File: src/rtl/eed_pkg.sv
// Shared types and sizing constants for the echo escape decoder.
`default_nettype none

package eed_pkg;

    localparam int MAX_BYTES = 4;
    localparam int IDX_W     = $clog2(MAX_BYTES);
    localparam int CNT_W     = $clog2(MAX_BYTES + 1);

    localparam int Q_DEPTH   = 4;
    localparam int Q_PTR_W   = $clog2(Q_DEPTH);
    localparam int Q_CNT_W   = $clog2(Q_DEPTH + 1);

    typedef struct packed {
        logic [7:0] in_byte;
        logic       end_of_string;
    } in_item_t;

    typedef struct packed {
        logic [7:0] out_byte;
        logic       byte_valid;
        logic       string_done;
        logic       cut_short;
        logic       run_last;
    } out_item_t;

    // Results caused by one input item: count bytes, then an optional close.
    typedef struct packed {
        logic [CNT_W-1:0]            count;
        logic [MAX_BYTES-1:0][7:0]   bytes;
        logic                        close;
        logic                        cut;
    } bundle_t;

    typedef struct packed {
        logic    empty;
        logic    full;
        bundle_t head;
    } q_status_t;

endpackage

`default_nettype wire

File: src/rtl/echo_escape_decoder_unit.sv
// Echo escape decoder: top level joining front end, bundle queue and back end.
// Usage:
//   cfg channel (cfg_valid/cfg_ready/cfg_data) sets escape decoding on or off;
//   cfg_ready is always high. Write it only while the block is idle.
//   req channel takes one item per cycle while the queue is not full: a string byte and its end flag.
//   rsp channel gives the results: decoded bytes, then a closing item per
//   string carrying string_done and cut_short; run_last marks the final
//   result caused by each input item.
// The bundle of an accepted item is registered in the queue; its results are offered from the queue head.
// Throughput: one item per cycle while each item yields at most one result and the
//   receiver is ready; an item with several results holds the result port until all
//   are taken, and the four-entry bundle queue absorbs these bursts.
// Items that yield no result (a backslash, an escape in progress, bytes after
//   \c) are consumed without entering the queue.
// Receiver stall: results wait in the queue; req_ready drops only when the
//   queue is full.
// Reset: escapes off, plain text mode, queue empty.
`default_nettype none

module echo_escape_decoder_unit
    import eed_pkg::*;
(
    input  wire logic     clk,
    input  wire logic     rst_n,
    input  wire logic     cfg_valid,
    output logic          cfg_ready,
    input  wire logic     cfg_data,
    input  wire logic     req_valid,
    output logic          req_ready,
    input  wire in_item_t req_item,
    output logic          rsp_valid,
    input  wire logic     rsp_ready,
    output out_item_t     rsp_item
);

    logic      push;
    bundle_t   push_data;
    logic      pop;
    q_status_t status;

    eed_front u_front (
        .clk       (clk),
        .rst_n     (rst_n),
        .cfg_valid (cfg_valid),
        .cfg_ready (cfg_ready),
        .cfg_data  (cfg_data),
        .req_valid (req_valid),
        .req_ready (req_ready),
        .req_item  (req_item),
        .q_full    (status.full),
        .push      (push),
        .push_data (push_data)
    );

    eed_queue u_queue (
        .clk       (clk),
        .rst_n     (rst_n),
        .push      (push),
        .push_data (push_data),
        .pop       (pop),
        .status    (status)
    );

    eed_back u_back (
        .clk       (clk),
        .rst_n     (rst_n),
        .status    (status),
        .pop       (pop),
        .rsp_valid (rsp_valid),
        .rsp_ready (rsp_ready),
        .rsp_item  (rsp_item)
    );

endmodule

`default_nettype wire

File: src/rtl/eed_front.sv
// Front end: escape decode state machine, turns each item into a result bundle.
`default_nettype none

module eed_front
    import eed_pkg::*;
(
    input  wire logic     clk,
    input  wire logic     rst_n,
    input  wire logic     cfg_valid,
    output logic          cfg_ready,
    input  wire logic     cfg_data,
    input  wire logic     req_valid,
    output logic          req_ready,
    input  wire in_item_t req_item,
    input  wire logic     q_full,
    output logic          push,
    output bundle_t       push_data
);

    localparam logic [2:0] M_PLAIN = 3'd0;
    localparam logic [2:0] M_ESC   = 3'd1;
    localparam logic [2:0] M_OCT   = 3'd2;
    localparam logic [2:0] M_HEX0  = 3'd3;
    localparam logic [2:0] M_HEX1  = 3'd4;

    localparam logic [7:0] CH_BSL  = 8'h5C;
    localparam logic [7:0] CH_X    = 8'h78;
    localparam logic [7:0] CH_A    = 8'h61;
    localparam logic [7:0] CH_B    = 8'h62;
    localparam logic [7:0] CH_C    = 8'h63;
    localparam logic [7:0] CH_E    = 8'h65;
    localparam logic [7:0] CH_F    = 8'h66;
    localparam logic [7:0] CH_N    = 8'h6E;
    localparam logic [7:0] CH_R    = 8'h72;
    localparam logic [7:0] CH_T    = 8'h74;
    localparam logic [7:0] CH_V    = 8'h76;
    localparam logic [7:0] CH_ZERO = 8'h30;

    localparam logic [7:0] BEL = 8'h07;
    localparam logic [7:0] BS  = 8'h08;
    localparam logic [7:0] ESC = 8'h1B;
    localparam logic [7:0] FF  = 8'h0C;
    localparam logic [7:0] LF  = 8'h0A;
    localparam logic [7:0] CR  = 8'h0D;
    localparam logic [7:0] HT  = 8'h09;
    localparam logic [7:0] VT  = 8'h0B;

    function automatic logic [4:0] hex_digit(input logic [7:0] c);
        logic [4:0] r;
        r = '0;
        if (c >= 8'h30 && c <= 8'h39)
        begin
            r = {1'b1, c[3:0]};
        end
        else if ((c >= 8'h61 && c <= 8'h66) || (c >= 8'h41 && c <= 8'h46))
        begin
            r = {1'b1, c[3:0] + 4'd9};
        end
        return r;
    endfunction

    logic        esc_en_reg;
    logic [2:0]  mode_reg, mode_next;
    logic [8:0]  oval_reg, oval_next;
    logic [1:0]  ocnt_reg, ocnt_next;
    logic [7:0]  held_reg, held_next;
    logic        stopped_reg, stopped_next;

    logic [CNT_W-1:0]          n_v;
    logic [MAX_BYTES-1:0][7:0] bytes_v;
    logic                      close_v;
    logic                      cut_v;
    logic [7:0]                b;
    logic [4:0]                hb;
    logic [4:0]                hh;
    logic                      accept;

    assign cfg_ready = 1'b1;
    assign req_ready = !q_full;
    assign accept    = req_valid && req_ready;
    assign b         = req_item.in_byte;
    assign hb        = hex_digit(b);
    assign hh        = hex_digit(held_reg);

    always_comb
    begin
        mode_next    = mode_reg;
        oval_next    = oval_reg;
        ocnt_next    = ocnt_reg;
        held_next    = held_reg;
        stopped_next = stopped_reg;
        n_v          = '0;
        bytes_v      = '0;
        close_v      = 1'b0;
        cut_v        = 1'b0;

        if (!stopped_next)
        begin
            if (esc_en_reg)
            begin
                unique case (mode_next)
                    M_ESC:
                    begin
                        mode_next = M_PLAIN;
                        unique case (b)
                            CH_A: begin bytes_v[n_v[IDX_W-1:0]] = BEL; n_v = n_v + CNT_W'(1); end
                            CH_B: begin bytes_v[n_v[IDX_W-1:0]] = BS;  n_v = n_v + CNT_W'(1); end
                            CH_E: begin bytes_v[n_v[IDX_W-1:0]] = ESC; n_v = n_v + CNT_W'(1); end
                            CH_F: begin bytes_v[n_v[IDX_W-1:0]] = FF;  n_v = n_v + CNT_W'(1); end
                            CH_N: begin bytes_v[n_v[IDX_W-1:0]] = LF;  n_v = n_v + CNT_W'(1); end
                            CH_R: begin bytes_v[n_v[IDX_W-1:0]] = CR;  n_v = n_v + CNT_W'(1); end
                            CH_T: begin bytes_v[n_v[IDX_W-1:0]] = HT;  n_v = n_v + CNT_W'(1); end
                            CH_V: begin bytes_v[n_v[IDX_W-1:0]] = VT;  n_v = n_v + CNT_W'(1); end
                            CH_C: stopped_next = 1'b1;
                            CH_ZERO:
                            begin
                                mode_next = M_OCT;
                                oval_next = '0;
                                ocnt_next = '0;
                            end
                            CH_X: mode_next = M_HEX0;
                            default:
                            begin
                                bytes_v[n_v[IDX_W-1:0]] = b;
                                n_v = n_v + CNT_W'(1);
                            end
                        endcase
                    end
                    M_OCT:
                    begin
                        if (b[7:3] == 5'b00110)
                        begin
                            oval_next = {oval_next[5:0], b[2:0]};
                            ocnt_next = ocnt_next + 2'd1;
                            if (ocnt_next == 2'd3)
                            begin
                                bytes_v[n_v[IDX_W-1:0]] = oval_next[7:0];
                                n_v = n_v + CNT_W'(1);
                                mode_next = M_PLAIN;
                                oval_next = '0;
                                ocnt_next = '0;
                                held_next = '0;
                            end
                        end
                        else
                        begin
                            bytes_v[n_v[IDX_W-1:0]] = oval_next[7:0];
                            n_v = n_v + CNT_W'(1);
                            mode_next = M_PLAIN;
                            oval_next = '0;
                            ocnt_next = '0;
                            held_next = '0;
                            if (b == CH_BSL)
                            begin
                                mode_next = M_ESC;
                            end
                            else
                            begin
                                bytes_v[n_v[IDX_W-1:0]] = b;
                                n_v = n_v + CNT_W'(1);
                            end
                        end
                    end
                    M_HEX0:
                    begin
                        if (hb[4])
                        begin
                            held_next = b;
                            mode_next = M_HEX1;
                        end
                        else
                        begin
                            bytes_v[n_v[IDX_W-1:0]] = CH_X;
                            n_v = n_v + CNT_W'(1);
                            mode_next = M_PLAIN;
                            oval_next = '0;
                            ocnt_next = '0;
                            held_next = '0;
                            if (b == CH_BSL)
                            begin
                                mode_next = M_ESC;
                            end
                            else
                            begin
                                bytes_v[n_v[IDX_W-1:0]] = b;
                                n_v = n_v + CNT_W'(1);
                            end
                        end
                    end
                    M_HEX1:
                    begin
                        if (hb[4])
                        begin
                            bytes_v[n_v[IDX_W-1:0]] = {hh[3:0], hb[3:0]};
                            n_v = n_v + CNT_W'(1);
                        end
                        else
                        begin
                            bytes_v[n_v[IDX_W-1:0]] = CH_X;
                            n_v = n_v + CNT_W'(1);
                            bytes_v[n_v[IDX_W-1:0]] = held_next;
                            n_v = n_v + CNT_W'(1);
                        end
                        mode_next = M_PLAIN;
                        oval_next = '0;
                        ocnt_next = '0;
                        held_next = '0;
                        if (!hb[4])
                        begin
                            if (b == CH_BSL)
                            begin
                                mode_next = M_ESC;
                            end
                            else
                            begin
                                bytes_v[n_v[IDX_W-1:0]] = b;
                                n_v = n_v + CNT_W'(1);
                            end
                        end
                    end
                    default:
                    begin
                        mode_next = M_PLAIN;
                        oval_next = '0;
                        ocnt_next = '0;
                        held_next = '0;
                        if (b == CH_BSL)
                        begin
                            mode_next = M_ESC;
                        end
                        else
                        begin
                            bytes_v[n_v[IDX_W-1:0]] = b;
                            n_v = n_v + CNT_W'(1);
                        end
                    end
                endcase
            end
            else
            begin
                unique case (mode_next)
                    M_ESC:
                    begin
                        bytes_v[n_v[IDX_W-1:0]] = CH_BSL;
                        n_v = n_v + CNT_W'(1);
                    end
                    M_OCT:
                    begin
                        bytes_v[n_v[IDX_W-1:0]] = oval_next[7:0];
                        n_v = n_v + CNT_W'(1);
                    end
                    M_HEX0:
                    begin
                        bytes_v[n_v[IDX_W-1:0]] = CH_X;
                        n_v = n_v + CNT_W'(1);
                    end
                    M_HEX1:
                    begin
                        bytes_v[n_v[IDX_W-1:0]] = CH_X;
                        n_v = n_v + CNT_W'(1);
                        bytes_v[n_v[IDX_W-1:0]] = held_next;
                        n_v = n_v + CNT_W'(1);
                    end
                    default:
                    begin
                    end
                endcase
                mode_next = M_PLAIN;
                oval_next = '0;
                ocnt_next = '0;
                held_next = '0;
                bytes_v[n_v[IDX_W-1:0]] = b;
                n_v = n_v + CNT_W'(1);
            end
        end

        if (req_item.end_of_string)
        begin
            if (!stopped_next)
            begin
                unique case (mode_next)
                    M_ESC:
                    begin
                        bytes_v[n_v[IDX_W-1:0]] = CH_BSL;
                        n_v = n_v + CNT_W'(1);
                    end
                    M_OCT:
                    begin
                        bytes_v[n_v[IDX_W-1:0]] = oval_next[7:0];
                        n_v = n_v + CNT_W'(1);
                    end
                    M_HEX0:
                    begin
                        bytes_v[n_v[IDX_W-1:0]] = CH_X;
                        n_v = n_v + CNT_W'(1);
                    end
                    M_HEX1:
                    begin
                        bytes_v[n_v[IDX_W-1:0]] = CH_X;
                        n_v = n_v + CNT_W'(1);
                        bytes_v[n_v[IDX_W-1:0]] = held_next;
                        n_v = n_v + CNT_W'(1);
                    end
                    default:
                    begin
                    end
                endcase
            end
            close_v      = 1'b1;
            cut_v        = stopped_next;
            stopped_next = 1'b0;
            mode_next    = M_PLAIN;
            oval_next    = '0;
            ocnt_next    = '0;
            held_next    = '0;
        end
    end

    assign push            = accept && ((n_v != '0) || close_v);
    assign push_data.count = n_v;
    assign push_data.bytes = bytes_v;
    assign push_data.close = close_v;
    assign push_data.cut   = cut_v;

    always_ff @(posedge clk or negedge rst_n)
    begin
        if (!rst_n)
        begin
            esc_en_reg  <= 1'b0;
            mode_reg    <= M_PLAIN;
            oval_reg    <= '0;
            ocnt_reg    <= '0;
            held_reg    <= '0;
            stopped_reg <= 1'b0;
        end
        else
        begin
            if (cfg_valid && cfg_ready)
            begin
                esc_en_reg <= cfg_data;
            end
            if (accept)
            begin
                mode_reg    <= mode_next;
                oval_reg    <= oval_next;
                ocnt_reg    <= ocnt_next;
                held_reg    <= held_next;
                stopped_reg <= stopped_next;
            end
        end
    end

endmodule

`default_nettype wire

File: src/rtl/eed_queue.sv
// Short bundle queue between the front end and the result sequencer.
`default_nettype none

module eed_queue
    import eed_pkg::*;
(
    input  wire logic    clk,
    input  wire logic    rst_n,
    input  wire logic    push,
    input  wire bundle_t push_data,
    input  wire logic    pop,
    output q_status_t    status
);

    bundle_t              mem [Q_DEPTH];
    logic [Q_PTR_W-1:0]   wr_ptr_reg;
    logic [Q_PTR_W-1:0]   rd_ptr_reg;
    logic [Q_CNT_W-1:0]   count_reg;

    assign status.empty = (count_reg == '0);
    assign status.full  = (count_reg == Q_CNT_W'(Q_DEPTH));
    assign status.head  = mem[rd_ptr_reg];

    always_ff @(posedge clk)
    begin
        if (push)
        begin
            mem[wr_ptr_reg] <= push_data;
        end
    end

    always_ff @(posedge clk or negedge rst_n)
    begin
        if (!rst_n)
        begin
            wr_ptr_reg <= '0;
            rd_ptr_reg <= '0;
            count_reg  <= '0;
        end
        else
        begin
            if (push)
            begin
                wr_ptr_reg <= wr_ptr_reg + Q_PTR_W'(1);
            end
            if (pop)
            begin
                rd_ptr_reg <= rd_ptr_reg + Q_PTR_W'(1);
            end
            if (push && !pop)
            begin
                count_reg <= count_reg + Q_CNT_W'(1);
            end
            else if (pop && !push)
            begin
                count_reg <= count_reg - Q_CNT_W'(1);
            end
        end
    end

`ifndef ASSERT_OFF
    a_no_overflow: assert property (@(posedge clk) disable iff (!rst_n)
        push |-> !status.full)
        else $error("queue push while full");
    a_no_underflow: assert property (@(posedge clk) disable iff (!rst_n)
        pop |-> !status.empty)
        else $error("queue pop while empty");
    a_ptr_gap: assert property (@(posedge clk) disable iff (!rst_n)
        (count_reg != Q_CNT_W'(Q_DEPTH)) && (count_reg != '0)
            |-> (wr_ptr_reg != rd_ptr_reg))
        else $error("queue pointers disagree with fill count");
`endif

endmodule

`default_nettype wire

File: src/rtl/eed_back.sv
// Back end: steps through the head bundle and issues one result item per cycle while the receiver is ready.
`default_nettype none

module eed_back
    import eed_pkg::*;
(
    input  wire logic      clk,
    input  wire logic      rst_n,
    input  wire q_status_t status,
    output logic           pop,
    output logic           rsp_valid,
    input  wire logic      rsp_ready,
    output out_item_t      rsp_item
);

    logic [CNT_W-1:0] pos_reg, pos_next;
    logic             is_byte;
    logic             last;

    assign rsp_valid = !status.empty;
    assign is_byte   = (pos_reg < status.head.count);
    assign last      = is_byte
                     ? ((pos_reg == status.head.count - CNT_W'(1)) && !status.head.close)
                     : 1'b1;

    always_comb
    begin
        rsp_item.out_byte    = is_byte ? status.head.bytes[pos_reg[IDX_W-1:0]] : 8'h00;
        rsp_item.byte_valid  = is_byte;
        rsp_item.string_done = !is_byte;
        rsp_item.cut_short   = !is_byte && status.head.cut;
        rsp_item.run_last    = last;
    end

    assign pop = rsp_valid && rsp_ready && last;

    always_comb
    begin
        pos_next = pos_reg;
        if (rsp_valid && rsp_ready)
        begin
            pos_next = last ? '0 : pos_reg + CNT_W'(1);
        end
    end

    always_ff @(posedge clk or negedge rst_n)
    begin
        if (!rst_n)
        begin
            pos_reg <= '0;
        end
        else
        begin
            pos_reg <= pos_next;
        end
    end

`ifndef ASSERT_OFF
    a_close_is_last: assert property (@(posedge clk) disable iff (!rst_n)
        rsp_valid && rsp_item.string_done |-> rsp_item.run_last)
        else $error("closing item not marked last");
    a_byte_not_close: assert property (@(posedge clk) disable iff (!rst_n)
        rsp_valid && rsp_item.byte_valid |-> !rsp_item.string_done && !rsp_item.cut_short)
        else $error("byte item carries close flags");
    a_pos_bound: assert property (@(posedge clk) disable iff (!rst_n)
        rsp_valid |-> (pos_reg <= status.head.count))
        else $error("result position past bundle");
`endif

endmodule

`default_nettype wire
File: config.mk
export PLATFORM = sky130hd
export DESIGN_NAME = echo_escape_decoder_unit
export DESIGN_NICKNAME = d
export VERILOG_FILES = /design/src/rtl/eed_pkg.sv /design/src/rtl/echo_escape_decoder_unit.sv /design/src/rtl/eed_front.sv /design/src/rtl/eed_queue.sv /design/src/rtl/eed_back.sv
export SDC_FILE = /design/constraint.sdc
export NUM_CORES = 1
export LEC_CHECK = 0
export ABC_AREA = 1
export BUFFER_PORTS_ARGS = -buffer_cell sky130_fd_sc_hd__clkbuf_2
export CORE_ASPECT_RATIO = 0.8
export CORE_MARGIN = 3
export CORE_UTILIZATION = 54
export DETAILED_ROUTE_END_ITERATION = 10
export PLACE_DENSITY = 0.74
export SETUP_SLACK_MARGIN = 0.02
export SLEW_MARGIN = 5
export SYNTH_ARGS = -nofsm -noshare
export SYNTH_HDL_FRONTEND = slang
export SYNTH_SLANG_ARGS = --single-unit
File: constraint.sdc
create_clock -name clk -period 5.9 [get_ports clk]
set_clock_uncertainty 0.1 [all_clocks]
set_input_delay 0.59 -clock clk [delete_from_list [all_inputs] [get_ports clk]]
set_output_delay 0.59 -clock clk [all_outputs]
set_load 0.03 [all_outputs]
==> summary.md, run 1 <==
| Metric | Value |
|---|---|
| Die Span X | `between 150 and 200 um` |
| Clock net sink count | `about 180` |
| Clock edge transition at the registers on the reported setup and hold paths | `around 0.08 ns` |
| Commonest non-fill, non-tap cells in the layout | `sky130_fd_sc_hd__nand2_1, sky130_fd_sc_hd__edfxtp_1, sky130_fd_sc_hd__nor2_1` |
| Antenna diode count | `0` |
| I/O pin cnt | `30` |
| Maximum number of pins on one net before global-route repair | `between 50 and 60` |
| Root buffer cell | `sky130_fd_sc_hd__clkbuf_16` |
| Min-delay worst type | `in -> async` |
| Mapped Nets | `1427` |
| Critical path class | `in -> reg` |
| Asr flop ratio synth | `between 10% and 20%` |
| Via total after detailed routing | `between 10000 and 15000` |
| Setup tns final | `0 ns` |
| Worst-path fanout max | `10` |
| Level count of the clock H-tree | `4` |
| Final-report setup violation count | `0` |
| Most frequent CP cell | `sky130_fd_sc_hd__inv_1` |
| Number of global-route vias before repair | `around 9500` |
| Routability congestion estimate from global placement | `roughly 1.1` |
| Clock buffer count from CTS | `17` |
| Most frequent standard cell in the layout excluding fill and tap cells | `sky130_fd_sc_hd__nand2_1` |
| Minimum setup slack after placement | `about 0.58 ns` |
| Worst VDD drop | `about 520 uV` |
| Antenna violations before repair | `0` |
| Endpoint required time on the critical path | `roughly 6.1 ns` |
| Actual slew at the worst max-slew pin | `~0.98 ns` |
| Critical Path Start Type | `primary input` |
| CTS tree | `built` |
| P_leak | `approximately 5 nW` |
| Post-route ant nets | `0` |
| Post-synthesis to final-layout area growth | `8.172%` |
| Sum of internal, switching and leakage power | `0.004764 W` |
| Source-to-sink clock delay at the later pin of the worst-skew pair | `~0.43 ns` |
| Final Hold Violating Endpoints | `0` |
| # resized after CTS | `0` |
| Least setup slack across all paths after layout | `0.8307 ns` |
| Overflow left after global routing | `0` |
| Detail Placement HPWL | `26550 um` |
| Routed length per placed instance | `22.42 um` |
| Starting utilization of the core area | `between 50% and 60%` |
| Initial DRC Count | `around 1700` |
| Max-cap violation count | `0` |
| Die area | `between 20000 and 25000 um^2` |
| Routed wire length | `37160 um` |
| Instance count of the mapped netlist | `approximately 1400` |
| Design area | `about 12000 um^2` |
| Number of core rows | `46` |
| Distinct cell type count after synthesis | `slightly above 60` |
| Largest stage delay on the critical path | `~0.43 ns` |
| Layout cells sized above 1 | `10.48%` |
| Overall routing resource usage | `roughly 33%` |
| Post-CTS Setup Inserts | `0` |
| Drt via density | `approximately 6.4` |
| Data arrival, critical path | `about 5.3 ns` |
| Min Tclk post-route | `about 5.1 ns` |
| Count of synthesis-stage warnings from yosys | `0` |
| Fin nets | `1426` |
| Highest attainable clock frequency | `197.3 MHz` |
| Clock Path Buffers | `2` |
| Share of synthesized area occupied by flip-flops and latches | `46.39%` |
| Input/output buffers | `28` |
| Residual DRC count | `0` |
| Setup repair after global routing missed its margin | `false` |
| Leading register cell type out of synthesis | `sky130_fd_sc_hd__edfxtp_1` |
| Number of detailed-route iterations in the first pass | `7` |
| Flip-flop count of the largest register, all copies and words added | `148` |
| Number of max-slew violations in the final report | `0` |
| Average cell area after synthesis | `~8 um^2` |
| Filler cell count | `approximately 1800` |
| CTS Hold Buffers Added | `0` |
| Crit path capture type | `flop` |
| Post-Synthesis Cell Area | `about 11000 um^2` |
| Ratio of total power to cell area | `387.7 nW/um^2` |
| Y dimension of the die | `about 140 um` |
| Cell Area, Placed | `~12000 um^2` |
| Final cycle utilization of the critical path | `a little under nine tenths` |
| First-pass GRT wire length | `approximately 57000 um` |
| Core Region | `20260 um^2` |
| Crit path max-delay cell type | `sky130_fd_sc_hd__fa_1` |
| Flip-flop and latch count after synthesis | `between 150 and 200` |
| Number of synthesized flops with an enable pin | `between 100 and 150` |
| Run status | `completed` |
| Relative slew slack | `34.49%` |
## final cells by class
cell class	instances	area, um^2	area share [%]
clock buffer	18	429.2	3.493
clock inverter	14	156.4	1.273
inverter	121	465.4	3.788
multi-input combinational	1006	5270	42.89
sequential	181	5271	42.90
tap	264	330.3	2.688
timing repair buffer	53	365.4	2.973
## cells in the mapped netlist, types with 4 or more instances
cell,n,share of area (%)
sky130_fd_sc_hd__nor2_2,5,0.28
sky130_fd_sc_hd__o21ai_1,10,0.44
sky130_fd_sc_hd__inv_4,4,0.22
sky130_fd_sc_hd__nand2_1,363,12
sky130_fd_sc_hd__nor2_4,5,0.50
sky130_fd_sc_hd__a31oi_1,8,0.44
sky130_fd_sc_hd__a32o_1,9,0.79
sky130_fd_sc_hd__clkinv_1,7,0.23
sky130_fd_sc_hd__a211oi_1,8,0.53
sky130_fd_sc_hd__o21ai_0,100,4.4
sky130_fd_sc_hd__nand3b_1,5,0.33
sky130_fd_sc_hd__nor3_1,13,0.57
sky130_fd_sc_hd__nor2_1,112,3.7
sky130_fd_sc_hd__buf_4,10,0.66
sky130_fd_sc_hd__nand2_4,4,0.40
sky130_fd_sc_hd__o31ai_1,7,0.46
sky130_fd_sc_hd__buf_6,5,0.50
sky130_fd_sc_hd__dfrtp_1,33,7.3
sky130_fd_sc_hd__inv_1,102,3.4
sky130_fd_sc_hd__buf_2,10,0.44
sky130_fd_sc_hd__o221ai_1,4,0.31
sky130_fd_sc_hd__ha_1,30,3.3
sky130_fd_sc_hd__xor2_1,7,0.54
sky130_fd_sc_hd__o21ai_2,7,0.54
sky130_fd_sc_hd__o311ai_0,4,0.31
sky130_fd_sc_hd__o211ai_1,8,0.53
sky130_fd_sc_hd__buf_1,6,0.20
sky130_fd_sc_hd__nand4_1,15,0.83
sky130_fd_sc_hd__a221oi_1,8,0.62
sky130_fd_sc_hd__inv_2,7,0.23
sky130_fd_sc_hd__a22oi_1,19,1.3
sky130_fd_sc_hd__clkbuf_1,40,1.3
sky130_fd_sc_hd__o22ai_1,16,0.88
sky130_fd_sc_hd__nand3_1,90,4.0
sky130_fd_sc_hd__nand2_2,11,0.61
sky130_fd_sc_hd__edfxtp_1,148,39
sky130_fd_sc_hd__a21oi_1,104,4.6
## cell families (layout without fill, tap and decap cells)
family,count (synthesis),in the layout,share of synthesized area [%]
compound gates,331,331,17.74
fa+ha+maj,31,31,3.481
xor+xnor,9,9,0.6939
simple gates,634,634,24.18
other cells,1,1,0.03301
buf+inv,194,206,7.479
flops,181,181,46.39
## path summary, 6_finish.rpt
kind                                                       start                                end  slack, ns  depth (start not counted)
worst max-delay path                                 req_item[1]   u_queue.count_reg[2]$_DFFE_PN0P_       0.83                         29
worst min-delay path                                       rst_n    u_front.ocnt_reg[1]$_DFFE_PN0P_       0.20                          1
worst max register to register   u_front.mode_reg[2]$_DFFE_PN0P_   u_queue.count_reg[2]$_DFFE_PN0P_       1.08                         26
worst min register to register  u_queue.count_reg[0]$_DFFE_PN0P_   u_queue.count_reg[0]$_DFFE_PN0P_       0.43                          1
max in group asynchronous                                  rst_n  u_queue.rd_ptr_reg[0]$_DFFE_PN0P_       4.83                          1
min in group clk                                        cfg_data     u_front.esc_en_reg$_DFFE_PN0P_       0.26                          3
## critical path, delay by kind of cell
family | cells | cell delay, ns
xor gates and xnor gates | 1 | 0.15
adders and majority gates | 4 | 1.20
AOI/OAI and AO/OA | 4 | 0.67
buffers and inverters | 8 | 1.15
and+or+nand+nor | 12 | 1.49
## metrics by stage
stage,util [%],instances,hold WS (ns)
2_1_floorplan,-,1381,0.1944
3_3_place_gp,57.76,1625,0.4245
3_5_place_dp,57.76,1625,0.4260
4_1_cts,60.65,1657,0.2023
5_1_grt,60.65,1657,0.2349
6_report,60.65,1657,0.2025
## metal layers
metal	up-vias	part of all wire (%)	GRT usage, %
met3	71	14	10.97
met5	-	0	0
met4	0	2.2	8.224
met1	4988	44	49.78
met2	703	40	44.83
li1	4783	-	-
## where the power goes
group          total (W)  switching (W)  internal, W
Sequential       0.00175      0.0000957      0.00165
Clock            0.00111       0.000544     0.000570
Combinational    0.00190        0.00135     0.000550
Total            0.00476        0.00199      0.00277
(Power assumes the default switching activity.)
==> inputs of run 2 (changes only) <==
--- a/config.mk
+++ b/config.mk
@@ -11,9 +11,10 @@
 export CORE_MARGIN = 3
 export CORE_UTILIZATION = 54
 export DETAILED_ROUTE_END_ITERATION = 10
-export PLACE_DENSITY = 0.74
+export PLACE_DENSITY = 0.73
 export SETUP_SLACK_MARGIN = 0.02
 export SLEW_MARGIN = 5
 export SYNTH_ARGS = -nofsm -noshare
 export SYNTH_HDL_FRONTEND = slang
+export SYNTH_HIERARCHICAL = 1
 export SYNTH_SLANG_ARGS = --single-unit
==> run 2 against run 1 <==
  * Sequential share of layout area shrank 0.18 points
  * Via count grew 0.17%
  * Register-to-register slack gained 0.54 ns
  * Clock power is essentially flat
  * Die area grew 2.1%
  * Worst hold slack gained 0.0090 ns
  * Combinational power is essentially flat
  * Fmax grew 11%
  * Critical endpoint is now u_queue/count_reg[2]$_DFFE_PN0P_
  * Highest routed layer unchanged
==> summary.md, run 2 <==
| Metric | Value |
|---|---|
| Top post-synthesis cells by area | `sky130_fd_sc_hd__edfxtp_1, sky130_fd_sc_hd__nand2_1, sky130_fd_sc_hd__dfrtp_1` |
| Worst VDD drop | `247.2 uV (-52%)` |
| Maximum number of pins on one net before global-route repair | `102 (+73%)` |
| # resized after CTS | `0 (unchanged)` |
| Asr flop ratio synth | `18.23% (unchanged)` |
| Via total after detailed routing | `10560 (+0.17%)` |
| Largest stage delay on the critical path | `0.41 ns (-0.02 ns)` |
| CTS Hold Buffers Added | `0 (unchanged)` |
| Post-route ant nets | `0 (unchanged)` |
| Endpoint required time on the critical path | `6.12 ns (about the same)` |
| Run status | `completed` |
| Y dimension of the die | `137.1 um (+1.0%)` |
| Critical Path Start Type | `primary input` |
| CTS tree | `built` |
| Number of global-route vias before repair | `9321 (-2.0%)` |
| Min Tclk post-route | `4.558 ns (-0.5114 ns)` |
| Routed length per placed instance | `22.17 um (-1.1%)` |
| Min-delay worst type | `in -> async` |
| Number of detailed-route iterations in the first pass | `7 (unchanged)` |
| Antenna violations before repair | `0 (unchanged)` |
| Relative slew slack | `31.20% (-3.3 points)` |
| Routability congestion estimate from global placement | `1.063 (-4.0%)` |
| Clock net sink count | `181 (unchanged)` |
| Final-report setup violation count | `0 (unchanged)` |
| Average cell area after synthesis | `8.105 um^2 (-1.5%)` |
| Least setup slack across all paths after layout | `1.342 ns (+0.5114 ns)` |
| Critical path origin | `req_item[1]` |
| Overall routing resource usage | `32.54% (-0.22 points)` |
| Distinct cell type count after synthesis | `51 (-16%)` |
| Minimum setup slack after placement | `1.027 ns (+0.4443 ns)` |
| Crit path max-delay cell type | `sky130_fd_sc_hd__nor2_1` |
| Mapped Nets | `1474 (+3.3%)` |
| Level count of the clock H-tree | `4 (unchanged)` |
| Flip-flop count of the largest register, all copies and words added | `148 (unchanged)` |
| Die area | `23300 um^2 (+2.1%)` |
| Clock buffer count from CTS | `17 (unchanged)` |
| Root buffer cell | `sky130_fd_sc_hd__clkbuf_16` |
| Input/output buffers | `28 (unchanged)` |
| Actual slew at the worst max-slew pin | `1.032 ns (+0.04935 ns)` |
| Instance count of the mapped netlist | `1432 (+3.7%)` |
| Routed wire length | `37910 um (+2.0%)` |
| Yosys top cell by area | `sky130_fd_sc_hd__edfxtp_1` |
| Critical path class | `in -> reg` |
| Data arrival, critical path | `4.77 ns (-0.51 ns)` |
| First-pass GRT wire length | `56820 um (-0.72%)` |
| Drt via density | `6.177 (-2.9%)` |
| Post-CTS Setup Inserts | `0 (unchanged)` |
| Clock Path Buffers | `2 (unchanged)` |
| Antenna diode count | `0 (unchanged)` |
| Util after Layout | `59.14% (-1.5 points)` |
| Final cycle utilization of the critical path | `77.25% (-8.7 points)` |
| Worst reg2reg startpoint | `u_front/mode_reg[2]$_DFFE_PN0P_` |
| Die Span X | `169.9 um (+1.0%)` |
| Overflow left after global routing | `0 (unchanged)` |
| Commonest non-fill, non-tap cells in the layout | `sky130_fd_sc_hd__nand2_1, sky130_fd_sc_hd__inv_1, sky130_fd_sc_hd__edfxtp_1` |
| Setup tns final | `0 ns (unchanged)` |
| Fin nets | `1470 (+3.1%)` |
| Post-synthesis to final-layout area growth | `6.382%` |
| Residual DRC count | `0 (unchanged)` |
| Core Region | `20880 um^2 (+3.0%)` |
| Initial DRC Count | `1460 (-13%)` |
| Highest attainable clock frequency | `219.4 MHz (+11%)` |
| Share of synthesized area occupied by flip-flops and latches | `45.41% (-0.99 points)` |
| Count of synthesis-stage warnings from yosys | `6 (+6)` |
| I/O pin cnt | `30 (unchanged)` |
| Number of core rows | `47 (+2.2%)` |
| Leading register cell type out of synthesis | `sky130_fd_sc_hd__edfxtp_1` |
| Most frequent standard cell in the layout excluding fill and tap cells | `sky130_fd_sc_hd__nand2_1` |
| Sum of internal, switching and leakage power | `0.004857 W (+2.0%)` |
| Worst-path fanout max | `10 (unchanged)` |
| Number of buffers and inverters on the critical path | `4 (-4)` |
| Clock edge transition at the registers on the reported setup and hold paths | `0.07 ns (about the same)` |
| Setup repair after global routing missed its margin | `false` |
| P_leak | `5.215 nW (+6.3%)` |
| Max-cap violation count | `0 (unchanged)` |
| Flip-flop and latch count after synthesis | `181 (unchanged)` |
| Crit path capture type | `flop` |
| Number of max-slew violations in the final report | `0 (unchanged)` |
| Final Hold Violating Endpoints | `0 (unchanged)` |
| Source-to-sink clock delay at the later pin of the worst-skew pair | `0.42 ns (about the same)` |
| Detail Placement HPWL | `27520 um (+3.6%)` |
| Post-Synthesis Cell Area | `11610 um^2 (+2.2%)` |
| Dominant delay contributor by cell family on the critical path | `simple AND/OR/NAND/NOR gates` |
| Ratio of total power to cell area | `393.4 nW/um^2 (+1.5%)` |
| Starting utilization of the core area | `55.59% (-0.48 points)` |
| Portion of synthesized cell area occupied by the leading cell type | `38.29% (-0.83 points)` |
| Layout cells sized above 1 | `9.715% (-0.77 points)` |
| Most frequent CP cell | `sky130_fd_sc_hd__nand2_1` |
| Top cell types by occurrence after synthesis | `sky130_fd_sc_hd__nand2_1, sky130_fd_sc_hd__inv_1, sky130_fd_sc_hd__edfxtp_1` |
| Number of synthesized flops with an enable pin | `148 (unchanged)` |
| Library cell with the highest instance count after synthesis | `sky130_fd_sc_hd__nand2_1` |
run 2: final timing paths:
path / slack [ns] / depth (start not counted) / end
min in group clk: 0.27 / 3 / u_front/esc_en_reg$_DFFE_PN0P_
max reg2reg: 1.62 / 25 / u_queue/count_reg[2]$_DFFE_PN0P_
max: 1.34 / 25 / u_queue/count_reg[2]$_DFFE_PN0P_
max in group asynchronous: 4.74 / 1 / u_queue/rd_ptr_reg[0]$_DFFE_PN0P_
min: 0.21 / 1 / u_front/ocnt_reg[0]$_DFFE_PN0P_
min reg2reg: 0.43 / 2 / u_queue/count_reg[2]$_DFFE_PN0P_
run 2: cells by family after synthesis:
group	count (synthesis)	share of synthesized area, %
xor gates and xnor gates	8	0.6037
and+or+nand+nor	651	23.91
adders and majority gates	27	2.975
other	1	0.03231
AOI/OAI and AO/OA	297	16.65
buffers and inverters	267	10.42
DFF	181	45.41
run 2: worst register-to-register path, delay by kind of cell (launching register included):
| family | cells | cell delay (ns) |
|---|---|---|
| AOI/OAI and AO/OA | 1 | 0.09 |
| adders and majority gates | 2 | 0.65 |
| buffers and inverters | 4 | 0.48 |
| DFF | 1 | 0.45 |
| and+or+nand+nor | 18 | 2.41 |
run 2: power by group:
group / internal, W / switching [W]
sequential: 0.00165 / 0.000209
combinational: 0.000559 / 0.00132
clock: 0.000571 / 0.000548
total: 0.00278 / 0.00207
run 2: cell type report:
| class | instances | area [um^2] |
|---|---|---|
| fillers | 1880 | 8529 |
| flip-flops and latches | 181 | 5274 |
| multi-input cells | 984 | 5126 |
| inverters | 196 | 735.7 |
| clock buffers | 18 | 429.2 |
| well taps | 269 | 336.6 |
| repair buffers | 48 | 290.3 |
| clock inverters | 14 | 155.1 |
run 2: metrics by stage:
stage	hold slack, ns	cells	area [um^2]
finish	0.2115	1710	12350
global route	0.2477	1710	12350
CTS	0.2353	1710	12350
detailed placement	0.4080	1678	11760
global placement	0.3956	1678	11760
floorplan	0.1944	1432	11610
run 2: metal layers:
metal | up-vias | routed length [um] | share of wire (%) | GRT usage [%]
met4 | 0 | 716 | 1.9 | 7.613
li1 | 4845 | - | - | -
met3 | 73 | 4891 | 13 | 10.28
met1 | 4993 | 17320 | 46 | 50.56
met2 | 652 | 14980 | 40 | 43.79
met5 | - | 0 | 0 | 0
==> inputs of run 3 (changes only) <==
==> constraint.sdc (replaced) <==
create_clock -name clk -period 4.6 [get_ports clk]
set_clock_uncertainty 0.1 [all_clocks]
set_input_delay 0.46 -clock clk [delete_from_list [all_inputs] [get_ports clk]]
set_output_delay 0.46 -clock clk [all_outputs]
set_load 0.03 [all_outputs]
==> run 3 against run 2 <==
  * Total power is 29% higher
  * Global-route usage is 1.1 points higher
  * Flip-flop and latch count did not move
  * Via count rose by 1.0%
  * Critical path depth unchanged
  * Design area up 2.2%
  * First-iteration DRC count up 12%
  * Cell count rose by 1.8%
  * Core utilization increased by 1.3 points
  * Critical endpoint is now u_queue/count_reg[1]$_DFFE_PN0P_
  * Largest cell class unchanged
==> summary.md, run 3 (synthesized netlist as in run 2, its figures left out) <==
| Metric | Value |
|---|---|
| Run status | `completed` |
| # resized after CTS | `0 (unchanged)` |
| Min Tclk post-route | `approximately 4 ns` |
| Drt via density | `6.133 (-0.72%)` |
| Ratio of total power to cell area | `497.4 nW/um^2 (+26%)` |
| Worst-path fanout max | `13 (+3)` |
| Worst reg2reg startpoint | `u_front/mode_reg[1]$_DFFE_PN0P_` |
| Routed length per placed instance | `22.30 um (+0.59%)` |
| Highest attainable clock frequency | `about 250 MHz` |
| Clock net sink count | `181 (unchanged)` |
| Clock edge transition at the registers on the reported setup and hold paths | `0.07 ns (about the same)` |
| Detail Placement HPWL | `29020 um (+5.5%)` |
| Critical path class | `in -> reg` |
| Sum of internal, switching and leakage power | `0.006273 W (+29%)` |
| Post-CTS Setup Inserts | `0 (unchanged)` |
| Level count of the clock H-tree | `4 (unchanged)` |
| Input/output buffers | `28 (unchanged)` |
| Clock Path Buffers | `2 (unchanged)` |
| Root buffer cell | `sky130_fd_sc_hd__clkbuf_16` |
| Largest stage delay on the critical path | `0.42 ns (about the same)` |
| Relative slew slack | `37.36% (+6.2 points)` |
| Maximum number of pins on one net before global-route repair | `97 (-4.9%)` |
| Count of placed standard cells including taps | `1709 (+1.8%)` |
| First-pass GRT wire length | `57970 um (+2.0%)` |
| Routability congestion estimate from global placement | `1.040 (-2.2%)` |
| Routed wire length | `38800 um (+2.4%)` |
| Number of core rows | `47 (unchanged)` |
| Minimum setup slack after placement | `0.2925 ns (-0.7346 ns)` |
| Number of global-route vias before repair | `9414 (+1.0%)` |
| Crit path max-delay cell type | `sky130_fd_sc_hd__fa_1` |
| Crit path capture type | `flop` |
| Util after Layout | `60.42% (+1.3 points)` |
| Critical Path Start Type | `primary input` |
| Final-report setup violation count | `0 (unchanged)` |
| Starting utilization of the core area | `55.59% (unchanged)` |
| Source-to-sink clock delay at the later pin of the worst-skew pair | `0.43 ns (about the same)` |
| Y dimension of the die | `137.1 um (unchanged)` |
| Via total after detailed routing | `10670 (+1.0%)` |
| Post-route ant nets | `0 (unchanged)` |
| Commonest non-fill, non-tap cells in the layout | `sky130_fd_sc_hd__nand2_1, sky130_fd_sc_hd__inv_1, sky130_fd_sc_hd__edfxtp_1` |
| Clock buffer count from CTS | `17 (unchanged)` |
| Data arrival, critical path | `4.24 ns (-0.53 ns)` |
| Filler cell count | `1865 (-0.80%)` |
| Layout cells sized above 1 | `11.56% (+1.8 points)` |
| Actual slew at the worst max-slew pin | `0.9386 ns (-0.09341 ns)` |
| Core Region | `20880 um^2 (unchanged)` |
| Endpoint required time on the critical path | `4.83 ns (-1.29 ns)` |
| Setup repair after global routing missed its margin | `false` |
| CTS tree | `built` |
| Overall routing resource usage | `33.62% (+1.1 points)` |
| Overflow left after global routing | `0 (unchanged)` |
| I/O pin cnt | `30 (unchanged)` |
| Number of detailed-route iterations in the first pass | `6 (-1)` |
| Die Span X | `169.9 um (unchanged)` |
| Final Hold Violating Endpoints | `0 (unchanged)` |
| Die area | `23300 um^2 (unchanged)` |
| Min-delay worst type | `in -> async` |
| Final cycle utilization of the critical path | `between 80% and 90%` |
| Least setup slack across all paths after layout | `0.5906 ns (-0.7514 ns)` |
| Number of max-slew violations in the final report | `0 (unchanged)` |
| Antenna diode count | `0 (unchanged)` |
| Worst VDD drop | `311.4 uV (+26%)` |
| CTS Hold Buffers Added | `0 (unchanged)` |
| Max-cap violation count | `0 (unchanged)` |
| Post-synthesis to final-layout area growth | `8.678%` |
| Fin nets | `1501 (+2.1%)` |
| Critical path origin | `req_item[2]` |
| Most frequent standard cell in the layout excluding fill and tap cells | `sky130_fd_sc_hd__nand2_1` |
| Setup tns final | `0 ns (unchanged)` |
| Residual DRC count | `0 (unchanged)` |
| P_leak | `5.373 nW (+3.0%)` |
| Flip-flop count of the largest register, all copies and words added | `148 (unchanged)` |
| Initial DRC Count | `1630 (+12%)` |
| Antenna violations before repair | `1 (+1)` |
| Number of cells in the finished layout apart from fillers | `1740 (+1.8%)` |
-- run 3: power by group --
group          total [W]  internal (W)  switching, W
registers        0.00231       0.00212      0.000187
logic            0.00257      0.000768       0.00180
clock network    0.00140      0.000718      0.000683
total            0.00627       0.00360       0.00267
-- run 3: metal layers --
metal  global-route usage [%]  part of all wire [%]
met5                        0                     0
met2                    44.35                    39
met1                    51.45                    44
met4                    7.703                   1.9
met3                    13.08                    15
-- run 3: stage by stage --
step	hold WS, ns	area (um^2)
after floorplan	0.06441	11610
after global placement	0.3996	12050
after detailed placement	0.3944	12050
after CTS	0.07767	12610
after global routing	0.1063	12610
final	0.05873	12610
-- run 3: worst max-delay path, delay by kind of cell --
family                   cells  cell delay [ns]
AO/OA/AOI/OAI                1             0.20
adder cells (fa/ha/maj)      3             0.96
buffers and inverters        5             0.74
AND/OR/NAND/NOR             16             1.85
-- run 3: layout make-up --
cell class / count / area (um^2) / area share, %
inverters: 196 / 735.7 / 5.833
well taps: 269 / 336.6 / 2.668
flip-flops and latches: 181 / 5274 / 41.81
multi-input cells: 984 / 5126 / 40.64
clock buffers: 17 / 425.4 / 3.373
clock inverters: 14 / 142.6 / 1.131
repair buffers: 79 / 573.1 / 4.543
-- run 3: path summary, 6_finish.rpt --
path                                                endpoint  slack, ns  cells past startpoint
min in group clk              u_front/esc_en_reg$_DFFE_PN0P_       0.14                      3
setup / recovery            u_queue/count_reg[1]$_DFFE_PN0P_       0.59                     25
hold reg to reg             u_queue/count_reg[2]$_DFFE_PN0P_       0.42                      2
hold / removal               u_front/ocnt_reg[1]$_DFFE_PN0P_       0.06                      1
max in group asynchronous  u_queue/rd_ptr_reg[0]$_DFFE_PN0P_       3.65                      1
setup reg to reg            u_queue/count_reg[1]$_DFFE_PN0P_       0.66                     21
